===== src/hw/rtl/fsbd_pkg.sv =====
// Shared types and constants for the flux stream byte decoder.
package fsbd_pkg;

  // Parser phase: what the next byte of the stream is expected to be.
  typedef enum logic [1:0] {
    PH_IDLE   = 2'd0,
    PH_LONG   = 2'd1,
    PH_OPCODE = 2'd2,
    PH_DATA   = 2'd3
  } phase_t;

  // Kind of a result transaction.
  typedef enum logic [1:0] {
    KIND_FLUX  = 2'd0,
    KIND_INDEX = 2'd1,
    KIND_DONE  = 2'd2,
    KIND_ERROR = 2'd3
  } kind_t;

  localparam logic [1:0] ERR_NONE           = 2'd0;
  localparam logic [1:0] ERR_NOT_TERMINATED = 2'd1;
  localparam logic [1:0] ERR_UNEXPECTED_END = 2'd2;
  localparam logic [1:0] ERR_BAD_OPCODE     = 2'd3;

  localparam logic [7:0] FLUX_LONG_MIN = 8'd250;
  localparam logic [7:0] OP_ESCAPE     = 8'd255;
  localparam logic [7:0] OP_INDEX      = 8'd1;
  localparam logic [7:0] OP_SPACE      = 8'd2;

  localparam int unsigned LONG_W      = 11;
  localparam int unsigned PACK_W      = 28;
  localparam int unsigned OUT_TICK_W  = 40;
  localparam logic [LONG_W-1:0] LONG_STEP = 11'd255;
  localparam logic [LONG_W-1:0] LONG_MIN  = 11'd250;

  // Parser control state that travels between the top level and the step logic.
  typedef struct packed {
    phase_t     phase;
    logic [1:0] bytes_left;
    logic [1:0] opcode_held;
    logic       error_seen;
  } ctrl_t;

  // Control fields of one result.
  typedef struct packed {
    kind_t      kind;
    logic [1:0] code;
    logic       eos;
  } res_t;

endpackage


===== src/hw/rtl/fsbd_step.sv =====
// Single-byte step of the flux stream parser: next state and result for one byte.
module fsbd_step #(
  parameter int unsigned TICK_WIDTH = 40
) (
  input  fsbd_pkg::ctrl_t                 ctrl,
  input  logic [fsbd_pkg::PACK_W-1:0]     packed_word,
  input  logic [fsbd_pkg::LONG_W-1:0]     long_code_base,
  input  logic [TICK_WIDTH-1:0]           pending_ticks,
  input  logic                            index_neg,
  input  logic [TICK_WIDTH-1:0]           index_mag,
  input  logic [7:0]                      stream_byte,
  input  logic                            final_byte,
  output fsbd_pkg::ctrl_t                 ctrl_next,
  output logic [fsbd_pkg::PACK_W-1:0]     packed_word_next,
  output logic [fsbd_pkg::LONG_W-1:0]     long_code_base_next,
  output logic [TICK_WIDTH-1:0]           pending_ticks_next,
  output logic                            index_neg_next,
  output logic [TICK_WIDTH-1:0]           index_mag_next,
  output logic                            res_valid,
  output fsbd_pkg::res_t                  res,
  output logic [fsbd_pkg::OUT_TICK_W-1:0] res_ticks
);
  import fsbd_pkg::*;

  localparam logic [TICK_WIDTH-1:0] TICK_MAX = '1;

  logic [LONG_W-1:0]     long_value;
  logic [LONG_W-1:0]     flux_value;
  logic [LONG_W-1:0]     long_base_new;
  logic [PACK_W-1:0]     data_bits;
  logic [PACK_W-1:0]     packed_full;
  logic [TICK_WIDTH-1:0] add_value;
  logic [TICK_WIDTH:0]   pend_sum;
  logic [TICK_WIDTH-1:0] total;
  logic                  total_ge;
  logic [TICK_WIDTH-1:0] mag_diff;
  logic [TICK_WIDTH:0]   mag_sum;
  logic                  acc_neg;
  logic [TICK_WIDTH-1:0] acc_mag;
  logic [TICK_WIDTH-1:0] index_time;
  logic [TICK_WIDTH-1:0] tick_raw;
  logic [TICK_WIDTH+OUT_TICK_W-1:0] tick_ext;

  assign long_value    = long_code_base + {3'b000, stream_byte} - LONG_W'(1);
  assign long_base_new = LONG_MIN + LONG_W'(stream_byte - FLUX_LONG_MIN) * LONG_STEP;
  assign flux_value    = (ctrl.phase == PH_LONG) ? long_value : {3'b000, stream_byte};

  // Seven payload bits per byte, least significant group first.
  always_comb begin
    case (ctrl.bytes_left)
      2'd3:    data_bits = {21'd0, stream_byte[7:1]};
      2'd2:    data_bits = {14'd0, stream_byte[7:1], 7'd0};
      2'd1:    data_bits = {7'd0, stream_byte[7:1], 14'd0};
      default: data_bits = {stream_byte[7:1], 21'd0};
    endcase
  end
  assign packed_full = packed_word | data_bits;

  assign add_value = (ctrl.phase == PH_DATA)
                   ? {{(TICK_WIDTH-PACK_W){1'b0}}, packed_full}
                   : {{(TICK_WIDTH-LONG_W){1'b0}}, flux_value};
  assign pend_sum  = {1'b0, pending_ticks} + {1'b0, add_value};
  assign total     = pend_sum[TICK_WIDTH] ? TICK_MAX : pend_sum[TICK_WIDTH-1:0];

  // The index accumulator is sign and magnitude; a negative value is the part
  // of the last index interval that has not yet been covered by flux time.
  assign total_ge = total >= index_mag;
  assign mag_diff = total_ge ? (total - index_mag) : (index_mag - total);
  assign mag_sum  = {1'b0, index_mag} + {1'b0, total};
  assign acc_neg  = index_neg && !total_ge;
  assign acc_mag  = index_neg ? mag_diff
                  : (mag_sum[TICK_WIDTH] ? TICK_MAX : mag_sum[TICK_WIDTH-1:0]);
  assign index_time = acc_neg ? '0 : acc_mag;

  // Next state.
  always_comb begin
    ctrl_next           = ctrl;
    packed_word_next    = packed_word;
    long_code_base_next = long_code_base;
    pending_ticks_next  = pending_ticks;
    index_neg_next      = index_neg;
    index_mag_next      = index_mag;
    if (final_byte) begin
      ctrl_next           = '{phase: PH_IDLE, bytes_left: 2'd0, opcode_held: 2'd0,
                              error_seen: 1'b0};
      packed_word_next    = '0;
      long_code_base_next = '0;
      pending_ticks_next  = '0;
      index_neg_next      = 1'b0;
      index_mag_next      = '0;
    end else if (!ctrl.error_seen) begin
      case (ctrl.phase)
        PH_IDLE: begin
          if (stream_byte < FLUX_LONG_MIN) begin
            pending_ticks_next = '0;
            index_neg_next     = acc_neg;
            index_mag_next     = acc_mag;
          end else if (stream_byte == OP_ESCAPE) begin
            ctrl_next.phase = PH_OPCODE;
          end else begin
            long_code_base_next = long_base_new;
            ctrl_next.phase     = PH_LONG;
          end
        end
        PH_LONG: begin
          ctrl_next.phase    = PH_IDLE;
          pending_ticks_next = '0;
          index_neg_next     = acc_neg;
          index_mag_next     = acc_mag;
        end
        PH_OPCODE: begin
          if (stream_byte inside {OP_INDEX, OP_SPACE}) begin
            ctrl_next.opcode_held = stream_byte[1:0];
            ctrl_next.bytes_left  = 2'd3;
            ctrl_next.phase       = PH_DATA;
            packed_word_next      = '0;
          end else begin
            ctrl_next.phase      = PH_IDLE;
            ctrl_next.error_seen = 1'b1;
          end
        end
        default: begin
          packed_word_next = packed_full;
          if (ctrl.bytes_left != 2'd0) begin
            ctrl_next.bytes_left = ctrl.bytes_left - 2'd1;
          end else begin
            ctrl_next.phase = PH_IDLE;
            if (ctrl.opcode_held == OP_SPACE[1:0]) begin
              pending_ticks_next = total;
            end else begin
              // The new index interval starts owing the time already counted.
              index_neg_next = total != '0;
              index_mag_next = total;
            end
          end
        end
      endcase
    end
  end

  // Result.
  always_comb begin
    res_valid = 1'b0;
    res       = '{kind: KIND_FLUX, code: ERR_NONE, eos: 1'b0};
    tick_raw  = '0;
    if (final_byte) begin
      res_valid = 1'b1;
      res.eos   = 1'b1;
      res.kind  = KIND_ERROR;
      if (stream_byte != 8'd0) begin
        res.code = ERR_NOT_TERMINATED;
      end else if (ctrl.error_seen) begin
        res.code = ERR_BAD_OPCODE;
      end else if (ctrl.phase != PH_IDLE) begin
        res.code = ERR_UNEXPECTED_END;
      end else begin
        res.kind = KIND_DONE;
      end
    end else if (!ctrl.error_seen) begin
      case (ctrl.phase)
        PH_IDLE: begin
          if (stream_byte < FLUX_LONG_MIN) begin
            res_valid = 1'b1;
            tick_raw  = total;
          end
        end
        PH_LONG: begin
          res_valid = 1'b1;
          tick_raw  = total;
        end
        PH_OPCODE: begin
          if (!(stream_byte inside {OP_INDEX, OP_SPACE})) begin
            res_valid = 1'b1;
            res.kind  = KIND_ERROR;
            res.code  = ERR_BAD_OPCODE;
          end
        end
        default: begin
          if (ctrl.bytes_left == 2'd0 && ctrl.opcode_held != OP_SPACE[1:0]) begin
            res_valid = 1'b1;
            res.kind  = KIND_INDEX;
            tick_raw  = index_time;
          end
        end
      endcase
    end
  end

  assign tick_ext  = {{OUT_TICK_W{1'b0}}, tick_raw};
  assign res_ticks = tick_ext[OUT_TICK_W-1:0];

endmodule


===== src/hw/rtl/flux_stream_byte_decoder.sv =====
// Top level of the flux stream byte decoder: input register, parser state and result register.
//
// Decodes one stream byte per clock cycle while the output is not stalled, with no stalls of its
// own; each byte is held in the input register and its result, if any, is registered into the
// result register when the byte advances. The rate is set by the combinational parser step, whose
// longest path is the saturating tick add followed by the index accumulator update. The
// input register keeps taking a byte while a result waits under stall; it holds the byte
// only when that byte would itself produce a result. There is no clearing pass after reset.
module flux_stream_byte_decoder #(
  parameter int unsigned TICK_WIDTH = 40
) (
  input  logic        clk,
  input  logic        rst,
  input  logic        in_valid,
  output logic        in_stall,
  input  logic [7:0]  stream_byte,
  input  logic        final_byte,
  output logic        out_valid,
  input  logic        out_stall,
  output logic [1:0]  result_kind,
  output logic [39:0] tick_value,
  output logic [1:0]  error_code,
  output logic        end_of_stream
);
  import fsbd_pkg::*;

  logic                  in_full;
  logic [7:0]            byte_q;
  logic                  byte_last_q;
  logic                  in_accept;
  logic                  advance;

  ctrl_t                 ctrl;
  ctrl_t                 ctrl_next;
  logic [PACK_W-1:0]     packed_word;
  logic [PACK_W-1:0]     packed_word_next;
  logic [LONG_W-1:0]     long_code_base;
  logic [LONG_W-1:0]     long_code_base_next;
  logic [TICK_WIDTH-1:0] pending_ticks;
  logic [TICK_WIDTH-1:0] pending_ticks_next;
  logic                  index_neg;
  logic                  index_neg_next;
  logic [TICK_WIDTH-1:0] index_mag;
  logic [TICK_WIDTH-1:0] index_mag_next;

  logic                  res_valid;
  res_t                  res;
  logic [OUT_TICK_W-1:0] res_ticks;
  res_t                  out_res;

  fsbd_step #(
    .TICK_WIDTH (TICK_WIDTH)
  ) u_step (
    .ctrl                (ctrl),
    .packed_word         (packed_word),
    .long_code_base      (long_code_base),
    .pending_ticks       (pending_ticks),
    .index_neg           (index_neg),
    .index_mag           (index_mag),
    .stream_byte         (byte_q),
    .final_byte          (byte_last_q),
    .ctrl_next           (ctrl_next),
    .packed_word_next    (packed_word_next),
    .long_code_base_next (long_code_base_next),
    .pending_ticks_next  (pending_ticks_next),
    .index_neg_next      (index_neg_next),
    .index_mag_next      (index_mag_next),
    .res_valid           (res_valid),
    .res                 (res),
    .res_ticks           (res_ticks)
  );

  // A held byte moves on unless it has a result and the result register is blocked.
  assign advance   = in_full && (!res_valid || !out_valid || !out_stall);
  assign in_stall  = in_full && !advance;
  assign in_accept = in_valid && !in_stall;

  always_ff @(posedge clk) begin
    if (rst) begin
      in_full <= 1'b0;
    end else if (in_accept) begin
      in_full <= 1'b1;
    end else if (advance) begin
      in_full <= 1'b0;
    end
  end

  always_ff @(posedge clk) begin
    if (in_accept) begin
      byte_q      <= stream_byte;
      byte_last_q <= final_byte;
    end
  end

  always_ff @(posedge clk) begin
    if (rst) begin
      ctrl           <= '{phase: PH_IDLE, bytes_left: 2'd0, opcode_held: 2'd0,
                          error_seen: 1'b0};
      packed_word    <= '0;
      long_code_base <= '0;
      pending_ticks  <= '0;
      index_neg      <= 1'b0;
      index_mag      <= '0;
    end else if (advance) begin
      ctrl           <= ctrl_next;
      packed_word    <= packed_word_next;
      long_code_base <= long_code_base_next;
      pending_ticks  <= pending_ticks_next;
      index_neg      <= index_neg_next;
      index_mag      <= index_mag_next;
    end
  end

  always_ff @(posedge clk) begin
    if (rst) begin
      out_valid <= 1'b0;
    end else if (advance && res_valid) begin
      out_valid <= 1'b1;
    end else if (!out_stall) begin
      out_valid <= 1'b0;
    end
  end

  always_ff @(posedge clk) begin
    if (advance && res_valid) begin
      out_res    <= res;
      tick_value <= res_ticks;
    end
  end

  assign result_kind   = out_res.kind;
  assign error_code    = out_res.code;
  assign end_of_stream = out_res.eos;

  // The end-of-stream transaction is always a completion or an error.
  a_eos_kind : assert property (@(posedge clk) disable iff (rst)
    out_valid && end_of_stream |-> (result_kind == KIND_DONE || result_kind == KIND_ERROR))
    else $error("end of stream reported with a flux or index result");

  // An error code is present exactly on error results.
  a_code_kind : assert property (@(posedge clk) disable iff (rst)
    out_valid |-> ((result_kind == KIND_ERROR) == (error_code != ERR_NONE)))
    else $error("error code does not agree with result kind");

  // Once an error is seen, ordinary bytes are swallowed.
  a_error_quiet : assert property (@(posedge clk) disable iff (rst)
    advance && ctrl.error_seen && !byte_last_q |-> !res_valid)
    else $error("result produced after an error");

  // The terminator byte returns the parser to its starting state.
  a_restart : assert property (@(posedge clk) disable iff (rst)
    advance && byte_last_q |=> ctrl.phase == PH_IDLE && !ctrl.error_seen &&
                               pending_ticks == '0 && !index_neg && index_mag == '0)
    else $error("parser state not cleared after the terminator byte");

endmodule

===== config.mk =====
export PLATFORM = sky130hd
export DESIGN_NAME = flux_stream_byte_decoder
export DESIGN_NICKNAME = d
export VERILOG_FILES = /design/src/hw/rtl/fsbd_pkg.sv /design/src/hw/rtl/fsbd_step.sv /design/src/hw/rtl/flux_stream_byte_decoder.sv
export SDC_FILE = /design/constraint.sdc
export NUM_CORES = 1
export LEC_CHECK = 0
export ABC_AREA = 0
export BUFFER_PORTS_ARGS = -buffer_cell sky130_fd_sc_hd__buf_4
export CELL_PAD_IN_SITES_DETAIL_PLACEMENT = 0
export CELL_PAD_IN_SITES_GLOBAL_PLACEMENT = 2
export CORE_AREA = 2 2 303 155
export DETAILED_ROUTE_END_ITERATION = 12
export DIE_AREA = 0 0 305 157
export PLACE_DENSITY = 0.95
export SLEW_MARGIN = 20
export SYNTH_ARGS = -nofsm -noshare
export SYNTH_HDL_FRONTEND = slang
export SYNTH_SLANG_ARGS = --single-unit

===== constraint.sdc =====
create_clock -name clk -period 23.6 [get_ports clk]
set_input_delay 4.72 -clock clk [delete_from_list [all_inputs] [get_ports clk]]
set_output_delay 4.72 -clock clk [all_outputs]
set_load 0.01 [all_outputs]

Word level (Yosys, flattened, before mapping)
Cells that the tools add are included.

Bitwise operators: 1. $mul: 1. $add $sub $neg: 9. Order comparisons: 2. Multiplexer cells: 72. Equal/unequal tests: 23. Reduce and logical (&&, ||, !) cells: 36.

Operators with widths (count): two-way mux 40 bit (17); case mux 40 bit (3 select lines) (3); two-way mux 28 bit (4); case mux 28 bit (3 select lines) (1); adder 40 x 40 -> 41 bit (2); subtractor 40 bit (2); two-way mux 11 bit (6); case mux 28 bit (2 select lines) (1); greater-or-equal comparator 40 bit (1); nonzero test 40 bit (1); bitwise OR 28 bit (1); two-way mux 2 bit (11); two-way mux 1 bit (17); two-way mux 4 bit (4); two-way mux 7 bit (2); nonzero test 2 bit (7); AND reduction 4 bit (3); AND reduction 6 bit (2); adder 11 x 8 -> 11 bit (1); adder 8 x 11 -> 11 bit, first input constant (1); multiplier 11 x 8 -> 11 bit, second input constant (1); subtractor 11 x 1 -> 11 bit, second input constant (1); == test 2 bit, second input constant (5); != test 2 bit, second input constant (5); other kinds (25) (45).

Flip-flop bits (word level): 183. Output and inout bits: 47. Input port bits: 13.

Depth between registers and ports, before layout
Gate-level depths: netlist (run 1).

Depth after elaboration: 15. Gate-level depth with buffers: 42. Mapped depth without buffers: 37.

Hierarchy
From an unflattened synthesis (run 1), not the netlist that was laid out.

Cell total of the unflattened synthesis: 2875. Area total of the unflattened synthesis: 22390.2 sq um.

Modules (own cells, without submodules): fsbd_step (cells an instance 2259, times used 1, area each 14881.8 sq um); flux_stream_byte_decoder (cells an instance 616, times used 1, area each 7508.5 sq um).

Worst setup path before layout (run 1)
OpenSTA, ideal clock, no wires.

Kind: input -> output. Start: input port out_stall. End: output port in_stall. Buffers on the path: 0. Setup slack: 13.878 ns. Data required time: 18.880 ns. Data arrival time: 5.002 ns. Stages: 2. Cells stage by stage: nand2_1 nor2_1.

Longest elaborated chain between the ends: 5.

RTL lines: start: declaration (line flux_stream_byte_decoder.sv:19) `input logic out_stall,`; zero test 1 bit; logical OR 1 bit (line flux_stream_byte_decoder.sv:74) `assign advance = in_full && (!res_valid || !out_valid || !out_stall);`; logical AND 1 bit (line flux_stream_byte_decoder.sv:74); zero test 1 bit (line flux_stream_byte_decoder.sv:75) `assign in_stall = in_full && !advance;`; logical AND 1 bit (line flux_stream_byte_decoder.sv:75); end: declaration (line flux_stream_byte_decoder.sv:15) `output logic in_stall,`.

Every way passes these cells.

Worst setup path in the final report (run 1)
Start: register byte_q[1]. End: register tick_value[23], data pin.

Longest elaborated chain between the ends: 12. Elaborated cells between the ends (all ways): 22. Those cells by class: add/sub: 6; order compare: 2; mux: 11; bitwise: 1; reduce/logical: 2.

RTL lines: start: declaration (line flux_stream_byte_decoder.sv:28) `logic [7:0] byte_q;`; start signal: assignment (line flux_stream_byte_decoder.sv:90) `byte_q <= stream_byte;`; adder 11 x 8 -> 11 bit (line fsbd_step.sv:44) `assign long_value = long_code_base + {3'b000, stream_byte} - LONG_W'(1);`; subtractor 11 x 1 -> 11 bit (line fsbd_step.sv:44); two-way mux 11 bit (line fsbd_step.sv:46) `assign flux_value = (ctrl.phase == PH_LONG) ? long_value : {3'b000, stream_byte};`; two-way mux 28 bit (line fsbd_step.sv:60) `? {{(TICK_WIDTH-PACK_W){1'b0}}, packed_full}`; adder 40 x 40 -> 41 bit (line fsbd_step.sv:62) `assign pend_sum = {1'b0, pending_ticks} + {1'b0, add_value};`; two-way mux 40 bit (line fsbd_step.sv:63) `assign total = pend_sum[TICK_WIDTH] ? TICK_MAX : pend_sum[TICK_WIDTH-1:0];`; adder 40 x 40 -> 41 bit (tied with other cells) (line fsbd_step.sv:69) `assign mag_sum = {1'b0, index_mag} + {1'b0, total};`; two-way mux 40 bit (tied with other cells) (line fsbd_step.sv:72) `: (mag_sum[TICK_WIDTH] ? TICK_MAX : mag_sum[TICK_WIDTH-1:0]);`; two-way mux 40 bit / logical AND 1 bit (equally long branches) (line fsbd_step.sv:71, fsbd_step.sv:70); two-way mux 40 bit (line fsbd_step.sv:73) `assign index_time = acc_neg ? '0 : acc_mag;`; two-way mux 40 bit (line fsbd_step.sv:179) `if (ctrl.bytes_left == 2'd0 && ctrl.opcode_held != OP_SPACE[1:0]) begin`; case mux 40 bit (3 select lines) (*) (line fsbd_step.sv:160) `case (ctrl.phase)`; end signal: assignment (line flux_stream_byte_decoder.sv:127) `tick_value <= res_ticks;`; end: declaration (line flux_stream_byte_decoder.sv:21) `output logic [39:0] tick_value,`.

Every way passes the cells marked *; elsewhere a longest branch is shown, timed or not. A chain may end at the register's enable or synchronous reset.

==> impl_metrics.json, run 1 <==
{
  "status": "complete, no violations",
  "rsz0062_at_grt": "no",
  "finClkSkew_ps": 17.9,
  "clk_latency_ps": 490,
  "ant_nets": 0,
  "p_comb_share_pct": 46.7,
  "maxSlewViolCount": 0,
  "io_pins": 60,
  "power_frac_seq_pct": 27.9,
  "drv_cap": 0,
  "finalSetupViolCount": 0,
  "final_nets": 2612,
  "netlist_area_sq_um": 18400,
  "max_clock_freq_ghz": 0.0937,
  "rows": 55,
  "hold_viol": 0,
  "synth_edf_count": 54,
  "grt_overflow": 0,
  "route.detailed.drc": 0,
  "ir_drop_mv": 0.220,
  "post-route-min-period_ps": 10670,
  "r2r_setup_slack_ps": 12930,
  "syn_inst": 2415,
  "grt_max_degree": 68,
  "cts-htree-levels": 4,
  "drt_iter0_drc": 1790,
  "hold_buffers": 0,
  "crit_type": "flop to flop",
  "switchingPower_uw": 500,
  "avgSynthCellArea_sq_um": 7.63,
  "holdWs_ps": 456,
  "post_cts_resized": 0,
  "fp.dieW_microns": 305,
  "area_growth_pct": 7.65,
  "fillers": 4590,
  "cp_slowest_cell": "nor2_2",
  "worst_slack_ps": 12930,
  "p_int_uw": 722,
  "dp_slack_ps": 13200,
  "grt_pass1_wl_microns": 102000,
  "power.static_leakage_uw": 0.00850,
  "synth_warnings": 0,
  "cp-start-kind": "flop",
  "crit_required_ps": 23880,
  "place.gp.congestion": 0.973,
  "cts_max_path_buffers": 2,
  "layout-drive-gt1-share_pct": 7.07,
  "tns_ps": 0,
  "critPathMaxFanout": 32,
  "ys_seq_elements": 183,
  "hp-class": "flop to flop",
  "dieArea_sq_um": 47900,
  "antenna_found_initial": 1,
  "clkPwrFrac_pct": 25.4,
  "cts_setup_buffers": 0,
  "slowest_delay_ps": 1010,
  "period_share_pct": 45.2,
  "grt_util_all_layers_pct": 27.8,
  "clock-sinks": 183,
  "ys.flop_type": "dfxtp_1",
  "first_pass_iters": 6,
  "synthDistinctLibCells": 92,
  "clk_pin_slew_worst_paths_ps": 70,
  "cts_tree": "done",
  "numCtsBuffers": 17,
  "seqCellArea_sq_um": 4200,
  "vias": 17900,
  "ys_seq_area_share_pct": 22.8,
  "worst_pin_slew_ps": 1210,
  "clockRootBuffer": "clkbuf_16",
  "async_flop_share_pct": 0,
  "vias_per_cell": 5.99,
  "slew_headroom_pct": 18.9,
  "port_buffers": 59,
  "post_drt_wl_per_cell_microns": 22.6,
  "multiInputGateArea_sq_um": 12900,
  "stdcell_count": 2989,
  "arrival_ps": 10960,
  "syn_nets": 2650,
  "initial_utilization_pct": 41.0,
  "coreArea_sq_um": 44900,
  "dp.cells": 2956,
  "powerDensity_nw_per_um2": 61.6,
  "dpl.hpwl_microns": 50500,
  "die_h_microns": 157,
  "endpoint_kind": "flop",
  "power_switching_share_pct": 40.9,
  "grt_pass1_vias": 16800,
  "routed_wl_microns": 67400
}
==> synth_stat cells, types with 18 or more instances <==
| library cell | count | area share, % |
|---|---|---|
| a211oi_1 | 27 | 1.1 |
| a21o_1 | 42 | 1.7 |
| a21oi_1 | 252 | 6.8 |
| a22oi_1 | 80 | 3.3 |
| a31oi_1 | 18 | 0.61 |
| buf_2 | 18 | 0.49 |
| clkbuf_1 | 99 | 2.0 |
| dfxtp_1 | 129 | 14 |
| edfxtp_1 | 54 | 8.8 |
| fa_1 | 27 | 2.9 |
| ha_1 | 195 | 13 |
| inv_1 | 201 | 4.1 |
| mux2i_1 | 24 | 1.3 |
| nand2_1 | 186 | 3.8 |
| nand2b_1 | 26 | 0.88 |
| nand3_1 | 38 | 1.0 |
| nand4_1 | 19 | 0.65 |
| nor2_1 | 275 | 5.6 |
| nor3_1 | 40 | 1.1 |
| o211ai_1 | 27 | 1.1 |
| o21ai_0 | 126 | 3.4 |
| o21bai_1 | 35 | 1.4 |
| o22ai_1 | 28 | 0.95 |
| o31ai_1 | 18 | 0.73 |
| or2_2 | 22 | 0.75 |
| xnor2_1 | 100 | 4.8 |
| xor2_1 | 36 | 1.7 |
==> area by class of cell <==
| cell class | instances | area share [%] |
|---|---|---|
| antenna | 1 | 0.0126 |
| clock buffer | 18 | 2.16 |
| clock inverter | 14 | 0.814 |
| inverter | 204 | 3.86 |
| multi-input combinational | 1889 | 65.1 |
| sequential | 183 | 21.2 |
| tap | 598 | 3.77 |
| timing repair buffer | 82 | 3.10 |
==> kinds of logic (layout without fill, tap and decap cells) <==
kind of cell,Yosys count,count (layout),synth area share [%]
XOR/XNOR,136,136,6.47
buffers and inverters,343,318,7.30
AND/OR/NAND/NOR,703,703,17.5
multiplexers,33,33,1.89
other,0,1,0
flip-flops,183,183,22.8
AO/OA/AOI/OAI,795,795,27.8
adder cells (fa/ha/maj),222,222,16.2
==> through the flow <==
step                util, %  power, uW  area [sq um]
floorplan                 -        779         18400
global placement       42.8        917         19200
detailed placement     42.8        916         19200
CTS                    44.1       1230         19800
global route           44.1       1300         19800
finish                 44.1       1220         19800
==> final timing paths <==
kind	from	end	cells past startpoint
setup / recovery	byte_q[1]	tick_value[23]	36
hold reg to reg	ctrl[1]	ctrl[1]	2
setup reg to reg	byte_q[1]	tick_value[23]	36
hold / removal	ctrl[1]	ctrl[1]	2
==> per-layer routing <==
metal | GRT usage [%] | up-vias | share of wire [%]
met5 | 0 | - | 0
met4 | 8.82 | 0 | 2.6
met3 | 5.94 | 108 | 8.6
met2 | 43.2 | 709 | 43
met1 | 38.4 | 8588 | 46
li1 | - | 8500 | -
==> cells in the final DEF, fill, tap and decap left out, drive strengths merged, types with 18 or more instances in the layout <==
| cell type | n |
|---|---|
| nand4 | 19 |
| clkbuf | 18 |
| nor3 | 41 |
| fa | 27 |
| inv | 208 |
| o21bai | 35 |
| edfxtp | 54 |
| and2 | 18 |
| mux2i | 25 |
| nand2 | 186 |
| nand3 | 40 |
| o22ai | 28 |
| a22oi | 80 |
| dfxtp | 129 |
| ha | 195 |
| or2 | 23 |
| nand2b | 26 |
| o21ai | 134 |
| a21oi | 252 |
| xnor2 | 100 |
| xor2 | 36 |
| o31ai | 18 |
| o211ai | 27 |
| a211oi | 28 |
| a31oi | 18 |
| nor2 | 276 |
| buf | 82 |
| a21o | 42 |
==> power groups by stage <==
stage | logic, uW | clock network, uW | registers [uW]
6_report | 570 | 310 | 341
5_1_grt | 630 | 326 | 343
4_1_cts | 571 | 316 | 341
3_5_place_dp | 567 | 0 | 349
3_3_place_gp | 569 | 0 | 348
2_1_floorplan | 431 | 0 | 347
==> state kept, by name, summed over array words and instances, names as in the netlist <==
name,count
packed_word,28
in_full,1
end_of_stream,1
index_neg,1
index_mag,40
long_code_base,11
out_valid,1
byte_last_q,1
byte_q,8
ctrl,7
tick_value,40
pending_ticks,40
error_code,2
result_kind,2
==> worst max-delay path, delay by kind of cell (launching register included) <==
family | cells | cell delay (ps)
simple gates | 13 | 4020
compound gates | 14 | 2960
fa+ha+maj | 5 | 2060
flops | 1 | 750
xor+xnor | 2 | 330
buf+inv | 2 | 310
(Power assumes the default switching activity.)
==> inputs of run 2 (changes only) <==
- CORE_AREA: 2 2 303 155 -> 2 2 311 159
- DIE_AREA: 0 0 305 157 -> 0 0 313 161
- PLACE_DENSITY: 0.95 -> 0.94
- clock period: 23.6 -> 10.4 ns (I/O delays scaled with it)
==> run 2 against run 1 <==
Net effect: first-iteration DRC count up 58%; critical path type unchanged; via count up 5.8%; highest routed layer is now met5; maximum frequency up 7.4%; largest cell class unchanged.
==> impl_metrics.json, run 2 (synthesis results as in run 1) <==
{
  "cp-startpoint": "byte_q[0]",
  "endpoint": "tick_value[36]",
  "cp.depth": 37,
  "worst_pin_slew_ps": 1090,
  "finalSetupViolCount": 0,
  "crit_top_cell": "a21oi_1",
  "r2r_setup_slack_ps": 460,
  "clk_latency_ps": 490,
  "post_drt_wl_per_cell_microns": 26.3,
  "r2r-start": "byte_q[0]",
  "status": "complete, no violations",
  "vias_per_cell": 6.15,
  "cts-htree-levels": 4,
  "grt_util_all_layers_pct": 31.5,
  "drv_cap": 0,
  "dpl.hpwl_microns": 63900,
  "critPathTopFamily": "compound AO/OA/AOI/OAI gates",
  "reg_top3": "index_mag: 40 flops, pending_ticks: 40 flops, tick_value: 40 flops",
  "rows": 57,
  "slowest_delay_ps": 630,
  "period_share_pct": 95.6,
  "rsz0062_at_grt": "no",
  "power.static_leakage_uw": 0.00871,
  "first_pass_iters": 8,
  "arrival_ps": 10140,
  "area_growth_pct": 9.86,
  "clock-sinks": 183,
  "ff2ff_path_depth": 37,
  "slew_headroom_pct": 26.8,
  "routed_wl_microns": 81000,
  "grt_max_degree": 68,
  "numCtsBuffers": 17,
  "powerDensity_nw_per_um2": 141,
  "dieArea_sq_um": 50400,
  "clk_pin_slew_worst_paths_ps": 80,
  "clockRootBuffer": "clkbuf_16",
  "cp_slowest_cell": "o31ai_1",
  "cts_tree": "done",
  "crit_type": "flop to flop",
  "vias": 18900,
  "max_clock_freq_ghz": 0.101,
  "tns_ps": 0,
  "power.total_uw": 2860,
  "grt_pass1_wl_microns": 117000,
  "antenna_found_initial": 3,
  "io_pins": 60,
  "hp-class": "flop to flop",
  "post-route-min-period_ps": 9940,
  "endpoint_kind": "flop",
  "layout-drive-gt1-share_pct": 8.84,
  "finClkSkew_ps": 20.1,
  "coreArea_sq_um": 47900,
  "grt_overflow": 0,
  "maxSlewViolCount": 0,
  "hold_buffers": 0,
  "initial_utilization_pct": 38.5,
  "final_common_cell": "nor2_1",
  "grt_pass1_vias": 17100,
  "hold_viol": 0,
  "mostFrequentLayoutCells": "271 x nor2_1, 251 x a21oi_1, 201 x inv_1",
  "die_h_microns": 161,
  "fp.dieW_microns": 313,
  "cp-start-kind": "flop",
  "crit_buf_inv": 5,
  "port_buffers": 59,
  "ir_drop_mv": 0.208,
  "ant_nets": 0,
  "route.detailed.drc": 0,
  "critPathMaxFanout": 14,
  "reg2reg_to": "tick_value[36]",
  "crit_required_ps": 10590,
  "place.gp.congestion": 1.00,
  "final_nets": 2653,
  "cts_max_path_buffers": 2,
  "drt_iter0_drc": 2829
}
==> run 2: power by group <==
group | total [uW] | switching [uW] | internal (uW)
registers | 774 | 17.7 | 756
logic | 1390 | 827 | 558
clock network | 700 | 358 | 342
total | 2860 | 1200 | 1660
==> run 2: layout make-up <==
class	count	area [sq um]
diodes	1	2.50
clock buffers	18	429
clock inverters	14	158
fillers	4872	27600
inverters	204	766
multi-input cells	1889	12900
flip-flops and latches	183	4200
well taps	649	812
repair buffers	123	936
==> run 2: worst min-delay path by stage <==
stage / start / end / cells after the start
after CTS: ctrl[1] / ctrl[1] / 2
after floorplan: ctrl[1] / ctrl[1] / 2
after global routing: ctrl[2] / ctrl[2] / 2
final: ctrl[1] / ctrl[1] / 2
after detailed placement: ctrl[1] / ctrl[1] / 2
after global placement: ctrl[2] / ctrl[2] / 2
==> run 2: metrics by stage <==
| stage | area, sq um | cells | utilization (%) | hold WS (ps) | setup slack, ps |
|---|---|---|---|---|---|
| after global placement | 19600 | 3048 | 41.0 | 439 | 668 |
| after detailed placement | 19600 | 3048 | 41.0 | 442 | 802 |
| final | 20200 | 3081 | 42.3 | 456 | 459 |
| after global routing | 20200 | 3081 | 42.3 | 486 | 21.3 |
| after floorplan | 18400 | 2415 | - | 427 | 2230 |
| after CTS | 20200 | 3080 | 42.2 | 453 | 741 |
==> run 2: worst reg2reg max path, delay by kind of cell, from the launching register on <==
| family | cells | cell delay (ps) |
|---|---|---|
| simple gates | 8 | 1400 |
| buf+inv | 5 | 1000 |
| fa+ha+maj | 5 | 1600 |
| compound gates | 17 | 5020 |
| flops | 1 | 360 |
| xor+xnor | 2 | 270 |
==> run 2: metal layers <==
metal | routed length [microns] | up-vias | global-route usage, % | share of wire (%)
met5 | 264 | - | 3.60 | 0.33
met4 | 1180 | 6 | 5.68 | 1.5
met3 | 12300 | 78 | 14.0 | 15
met2 | 26800 | 1159 | 35.6 | 33
met1 | 40500 | 9106 | 51.0 | 50
li1 | - | 8588 | - | -
==> run 2: repair_timing <==
action | 4_1_cts | 5_1_grt
setup endpoints to repair | 0 | 10
resized for setup | 0 | 3
setup buffers | 0 | 0
